--- src/rtl/mmm_pkg.sv ---
// ----------------------------------------------------------------------------
// mmm_pkg
// Shared types, constants and helpers for the matrix multiply block.
// ----------------------------------------------------------------------------
package mmm_pkg;

  localparam int unsigned MAX_DIM_DEF   = 8;
  localparam int unsigned ELEM_BITS_DEF = 16;

  localparam int unsigned FUNC_W  = 2;
  localparam int unsigned IDX_W   = 3;
  localparam int unsigned VALUE_W = 16;
  localparam int unsigned SUM_W   = 40;
  localparam int unsigned DIM_W   = 4;
  localparam int unsigned PADDR_W = 4;
  localparam int unsigned PDATA_W = 32;

  typedef enum logic [FUNC_W-1:0] {
    FN_LOAD_A  = 2'd0,
    FN_LOAD_B  = 2'd1,
    FN_COMPUTE = 2'd2,
    FN_NONE    = 2'd3
  } func_e;

  typedef enum logic [1:0] {
    REG_ROWS_A    = 2'd0,
    REG_INNER_DIM = 2'd1,
    REG_COLS_B    = 2'd2,
    REG_NONE      = 2'd3
  } reg_idx_e;

  typedef enum logic [1:0] {
    ST_IDLE  = 2'd0,
    ST_MAC   = 2'd1,
    ST_DRAIN = 2'd2,
    ST_EMIT  = 2'd3
  } state_e;

  // control travelling down the cell chain with each A element
  typedef struct packed {
    logic valid;
    logic first;
  } mac_ctl_t;

  function automatic logic [DIM_W-1:0] clamp_dim(logic [DIM_W-1:0] v, int unsigned m);
    logic [DIM_W-1:0] r;
    r = v;
    if (v == '0) r = DIM_W'(1);
    else if (32'(v) > m) r = DIM_W'(m);
    return r;
  endfunction

endpackage

--- src/rtl/mmm_cell.sv ---
// ----------------------------------------------------------------------------
// mmm_cell
// One product column: holds a B column, multiplies the passing A element
// and accumulates, then forwards the A element to the next cell.
// ----------------------------------------------------------------------------
module mmm_cell #(
  parameter int unsigned MAX_DIM   = mmm_pkg::MAX_DIM_DEF,
  parameter int unsigned ELEM_BITS = mmm_pkg::ELEM_BITS_DEF,
  parameter int unsigned IW        = $clog2(MAX_DIM)
) (
  input  logic                              clk_i,
  input  logic                              rst_ni,
  input  logic                              b_we_i,
  input  logic [IW-1:0]                     b_row_i,
  input  logic signed [ELEM_BITS-1:0]       b_data_i,
  input  mmm_pkg::mac_ctl_t                 ctl_i,
  input  logic [IW-1:0]                     k_i,
  input  logic signed [ELEM_BITS-1:0]       a_i,
  output mmm_pkg::mac_ctl_t                 ctl_o,
  output logic [IW-1:0]                     k_o,
  output logic signed [ELEM_BITS-1:0]       a_o,
  output logic signed [mmm_pkg::SUM_W-1:0]  acc_o
);
  import mmm_pkg::*;

  logic signed [ELEM_BITS-1:0]   b_q [MAX_DIM];
  logic signed [2*ELEM_BITS-1:0] prod;
  logic signed [SUM_W-1:0]       acc_q, acc_d;
  mac_ctl_t                      ctl_q;
  logic [IW-1:0]                 k_q;
  logic signed [ELEM_BITS-1:0]   a_q;

  always_ff @(posedge clk_i) begin
    if (b_we_i) begin
      b_q[b_row_i] <= b_data_i;
    end
  end

  assign prod  = a_i * b_q[k_i];
  assign acc_d = (ctl_i.first ? SUM_W'(0) : acc_q) + SUM_W'(prod);

  always_ff @(posedge clk_i) begin
    if (ctl_i.valid) begin
      acc_q <= acc_d;
    end
    k_q <= k_i;
    a_q <= a_i;
  end

  always_ff @(posedge clk_i or negedge rst_ni) begin
    if (!rst_ni) begin
      ctl_q <= '0;
    end else begin
      ctl_q <= ctl_i;
    end
  end

  assign ctl_o = ctl_q;
  assign k_o   = k_q;
  assign a_o   = a_q;
  assign acc_o = acc_q;

`ifndef ASSERT_OFF
  a_fwd_valid: assert property (@(posedge clk_i) disable iff (!rst_ni)
    ctl_i.valid |=> ctl_o.valid && k_o == $past(k_i))
    else $error("cell did not forward element");
  a_first_clears: assert property (@(posedge clk_i) disable iff (!rst_ni)
    ctl_i.valid && ctl_i.first |=> acc_o === SUM_W'($past(prod)))
    else $error("first element did not restart sum");
  a_hold: assert property (@(posedge clk_i) disable iff (!rst_ni)
    !ctl_i.valid |=> acc_o === $past(acc_o))
    else $error("sum changed without element");
`endif

endmodule

--- config.mk ---
export PLATFORM = sky130hd
export DESIGN_NAME = mmm_cell
export DESIGN_NICKNAME = d
export VERILOG_FILES = /design/src/rtl/mmm_pkg.sv /design/src/rtl/mmm_cell.sv
export SDC_FILE = /design/constraint.sdc
export NUM_CORES = 1
export LEC_CHECK = 0
export BUFFER_PORTS_ARGS = -buffer_cell sky130_fd_sc_hd__buf_2
export CORE_ASPECT_RATIO = 0.8
export CORE_MARGIN = 5
export CORE_UTILIZATION = 45
export DETAILED_ROUTE_END_ITERATION = 8
export PLACE_DENSITY = 0.73
export SLEW_MARGIN = 15
export SYNTH_ARGS = -nofsm -noshare
export SYNTH_HDL_FRONTEND = slang
export SYNTH_SLANG_ARGS = --single-unit
--- constraint.sdc ---
create_clock -name clk_i -period 9.85 [get_ports clk_i]
set_input_delay 0.985 -clock clk_i [delete_from_list [all_inputs] [get_ports clk_i]]
set_output_delay 0.985 -clock clk_i [all_outputs]
set_load 0.01 [all_outputs]
======== Yosys cells after proc, flatten, opt, wreduce, memory -nomap -nowiden ========
Memory sizes are Yosys's and may differ from the RTL's.
Cells that the tools add are included.
storage, ports and cells
  register bits ........................... 61
  bits in latches ......................... 0
  bits in writable memories ............... 128
  bits in read-only memories .............. 0
  bits of input ports ..................... 43
  word-level logic and storage cells ...... 11
  memories kept ........................... 1
memories
  memory  depth  bits a word  rd ports  clocked after memory_dff  wr ports  RTL line        RTL
  b_q     8      16           1         0                         1         mmm_cell.sv:26  logic signed [ELEM_BITS-1:0] b_q [MAX_DIM];
cells by class
  add/subtract/negate cells ............... 1
  multiply operators ...................... 1
  divide/modulo/power cells ............... 0
  order comparisons ....................... 0
  eq/ne operators ......................... 0
  shift operators ......................... 0
  muxes and demuxes ....................... 3
  bitwise gates (word level) .............. 0
  reductions and logical operators ........ 0
operators with widths
  cell              number
  $add A40 B32 Y40  1
  $mux W40          1
  $mul A16 B16 Y32  1
  $mux W1           2

======== Longest topological paths before layout ========
An unclocked memory read counts as a cell.
  depth after elaboration ................. 3
  gate-level depth with buffers ........... 29
  depth with buffers taken out ............ 26

======== Worst setup path after synthesis ========
Ideal clock, no wire load.
  path type ............................... input to register
  start ................................... input k_i[0]
  end ..................................... register acc_q[38] (netlist: acc_o[38]), data pin
  arrival time ............................ 8.097 ns
  setup slack ............................. 1.495 ns
  cell stages on the path ................. 28
  path buffers ............................ 4
  cells stage by stage .................... clkbuf_1 > buf_2 > mux4_2 > mux2_2 > clkbuf_1 > nand2_1 > inv_1 > fa_1 > inv_1 > fa_1 > inv_1 > fa_1 > fa_1 > fa_1 > inv_1 > fa_1 > inv_1 > ha_1 > buf_2 > nand2_2 > o311ai_1 > o22ai_1 > o21a_1 > a32o_1 > a31oi_1 > a211o_1 > a21oi_1 > xnor2_1
on the way
  word-level cells in the longest chain between the ends .. 3
ends and longest elaborated chain
  element               RTL line        RTL
  from (decl)           mmm_cell.sv:17  input logic [IW-1:0] k_i,
  $mem_v2 Z8 W16        -
  $mul A16 B16 Y32      mmm_cell.sv:39  assign prod = a_i * b_q[k_i];
  $add A40 B32 Y40      mmm_cell.sv:40  assign acc_d = (ctl_i.first ? SUM_W'(0) : acc_q) + SUM_W'(prod);
  via acc_d[38]         mmm_cell.sv:28  logic signed [SUM_W-1:0] acc_q, acc_d;
  to (signal assigned)  mmm_cell.sv:44  acc_q <= acc_d;
  to (decl)             mmm_cell.sv:28
The timed path passes the listed nets, and every way through them passes these cells.
A chain may end at the register's enable or synchronous reset.

======== Worst setup path after layout ========
  start ................................... input k_i[0]
  end ..................................... register acc_q[39] (netlist: acc_o[39]), data pin
Same word-level chain as after synthesis.

==> impl_results.md <==
- Vias in the first global route: 13300
- Worst reg2reg startpoint: b_q[0][1]$_DFFE_PP_
- Worst skew pair latency: 460 ps
- Post-Synth Adder-Cell Area: 0.422
- RSZ-0062 raised after global routing: no
- Post-synth EDFFs: 168
- Post-CTS Hold Buffers: 0
- Setup CP Type: in2reg
- Die ar.: 46600 sq um
- DRC: 0
- Library cells used by synthesis: 65
- Finish-stage setup viols: 0
- Max Clock Skew: 21.8 ps
- Hpwl dp: 33500 um
- GPL Wtd Cong: 0.857
- # IOs: 104
- Initial Util: 0.455
- Vias: 11800
- Crit path max-delay family: adder cells
- Worst Tran Pin Value: 1030 ps
- Post-DRT Antenna Nets: 0
- CP Cell Sequence: buf_2 -> buf_4 -> mux4_2 -> mux2i_1 -> buf_4 -> nand2b_1 -> fa_1 -> fa_1 -> inv_1 -> fa_1 -> inv_1 -> fa_1 -> inv_1 -> fa_1 -> fa_1 -> ha_1 -> nand3_1 -> nor4_1 -> a21oi_1 -> o21ai_0 -> nor3_1 -> o31ai_1 -> xnor2_1
- Relative slew slack: 0.310
- Total wire length: 42900 um
- Pre-CTS WS: 967 ps
- Clk Tree Root Cell: clkbuf_16
- Crit path capture: acc_o[39]$_DFFE_PP_
- Drt first-iter violations: 939
- Aggregate global-route resource usage: 0.196
- Area growth syn-to-layout: 9.22%
- Slowest-stage cell, CP: mux4_2
- Slew Viols, Final: 0
- Vert. Die Dim: 194 um
- Htree depth: 4
- Max cap viols: 0
- Post-synth top flop: edfxtp_1
- Most frequent cells in the layout: 370 x inv_1, 330 x fa_1, 168 x edfxtp_1, 133 x nand2_1, 115 x ha_1
- Chip Width: 240 um
- Post-synthesis sequential area ratio: 0.287
- Final Util: 0.497
- Final min period: 8400 ps
- Complex-gate fraction of the synthesized area: 0.0374
- Clk sink count: 189
- Crit path arrival time: 8600 ps
- Mux contribution to synthesized area: 0.0475
- Synth warn: 0
- Max Root-Sink Buffers: 2
- Crit Path Max Fanout: 23
- CP endpoint kind: flop
- Share of synthesized flip-flops with an asynchronous set or reset: 0.0106
- Most common cell after layout, fill and taps aside: inv_1
- CTS tree: yes
- Nets: 2207
- Setup repair bufs after CTS: 0
- Gate Count Post-Synth: 1630
- Worst Hold Class: in2async
- Buf+Inv Stages, Crit Path: 6
- R2R Path End: acc_o[39]$_DFFE_PP_
- Max Clk Rate: 0.119 GHz
- Worst hold margin: 300 ps
- Vias per inst: 5.17
- First-pass GRT wire length: 72000 um
- Syn Nets: 2118
- Cts repair resizes: 0
- Synth Area in Simple Gates: 0.106
- Hold Vio Cnt, Final: 0
- Main combinational cell family by area after synthesis: adder cells
- Status: complete, no violations
- Initial antenna violation count: 1
- Cell area after synthesis: 19100 sq um
- Final setup margin: 1450 ps
- CP required: 10050 ps
- Synth Register Bits: 189
- Slack of the worst reg-to-reg path: 2160 ps
- Setup TNS Final: 0 ps
- CP peak stage delay: 560 ps
- Total gr overflow: 0
- Crit start category: input port
- Cells on worst reg2reg path: 22
- Core footprint: 41900 sq um
- Critical path depth: 23
- Port Buffers: 103
- Routed WL per cell: 18.8 um
- CP Launch Point: k_i[0]
- Detailed Routing Iterations Pass 1: 5
- Final cycle utilization of the critical path: 0.852
- CTS clock-pin slew for the worst setup and hold paths: 80 ps
- Num rows: 67
- Average cell area after synthesis: 11.7 sq um
- Post-synthesis xor/xnor area fraction: 0.0165
- Largest net degree at the start of global routing: 42
- Share of cells above drive strength 1: 0.124
- Crit-path most repeated cell: fa_1
- Total CTS buffers: 17
[logic make-up (layout without fill, tap and decap cells)]
group | count (synthesis) | in the layout
compound gates | 102 | 102
xor+xnor | 36 | 36
fa+ha+maj | 445 | 445
buf+inv | 419 | 521
flops | 189 | 189
mux | 49 | 49
other cells | 0 | 2
simple gates | 390 | 390
[Yosys cell counts (all sizes together), types with 9 or more instances]
master	count	area [sq um]
a21o	14	108
a21oi	30	154
and2	60	375
buf	9	50.0
clkbuf	40	151
dfxtp	19	380
edfxtp	168	5040
fa	330	6610
ha	115	1440
inv	370	1390
mux2	11	124
mux4	32	721
nand2	134	505
nand2b	19	119
nor2	42	160
nor2b	95	602
nor3	11	55.1
o21ai	16	83.8
xnor2	26	228
xor2	10	87.6
[layout make-up]
cell class,instances,area (sq um)
antenna,2,5.00
clock buffer,17,425
clock inverter,15,168
fill,3595,21100
inverter,370,1390
multi-input combinational,1022,12000
sequential,189,5480
tap,552,691
timing repair buffer,119,648
[routing by layer]
metal  part of all wire  routed length (um)  GRT usage
met5                  0                   0          0
met4              0.017                 717     0.0466
met3              0.057                2460     0.0365
met2               0.46               20000      0.304
met1               0.46               19800      0.289
[worst min-delay path by stage]
stage	slack (ps)	start	to
floorplan	690	rst_ni	ctl_o[0]$_DFF_PN0_
global placement	700	acc_o[0]$_DFFE_PP_	acc_o[0]$_DFFE_PP_
detailed placement	700	acc_o[0]$_DFFE_PP_	acc_o[0]$_DFFE_PP_
CTS	280	rst_ni	ctl_o[0]$_DFF_PN0_
global route	280	rst_ni	ctl_o[1]$_DFF_PN0_
finish	300	rst_ni	ctl_o[0]$_DFF_PN0_
[metrics by stage]
step / instance area (sq um) / std cells
3_5_place_dp: 20200 / 2251
5_1_grt: 20800 / 2285
3_3_place_gp: 20200 / 2251
6_report: 20800 / 2286
4_1_cts: 20800 / 2283
2_1_floorplan: 19100 / 1630
[state kept, by name, indices dropped and copies added, names as in the netlist]
register,flops
k_o,3
acc_o,40
a_o,16
ctl_o,2
b_q,128
Power is not shown: default switching activity piles up to over one toggle a cycle in this logic, so the estimate is an artifact.
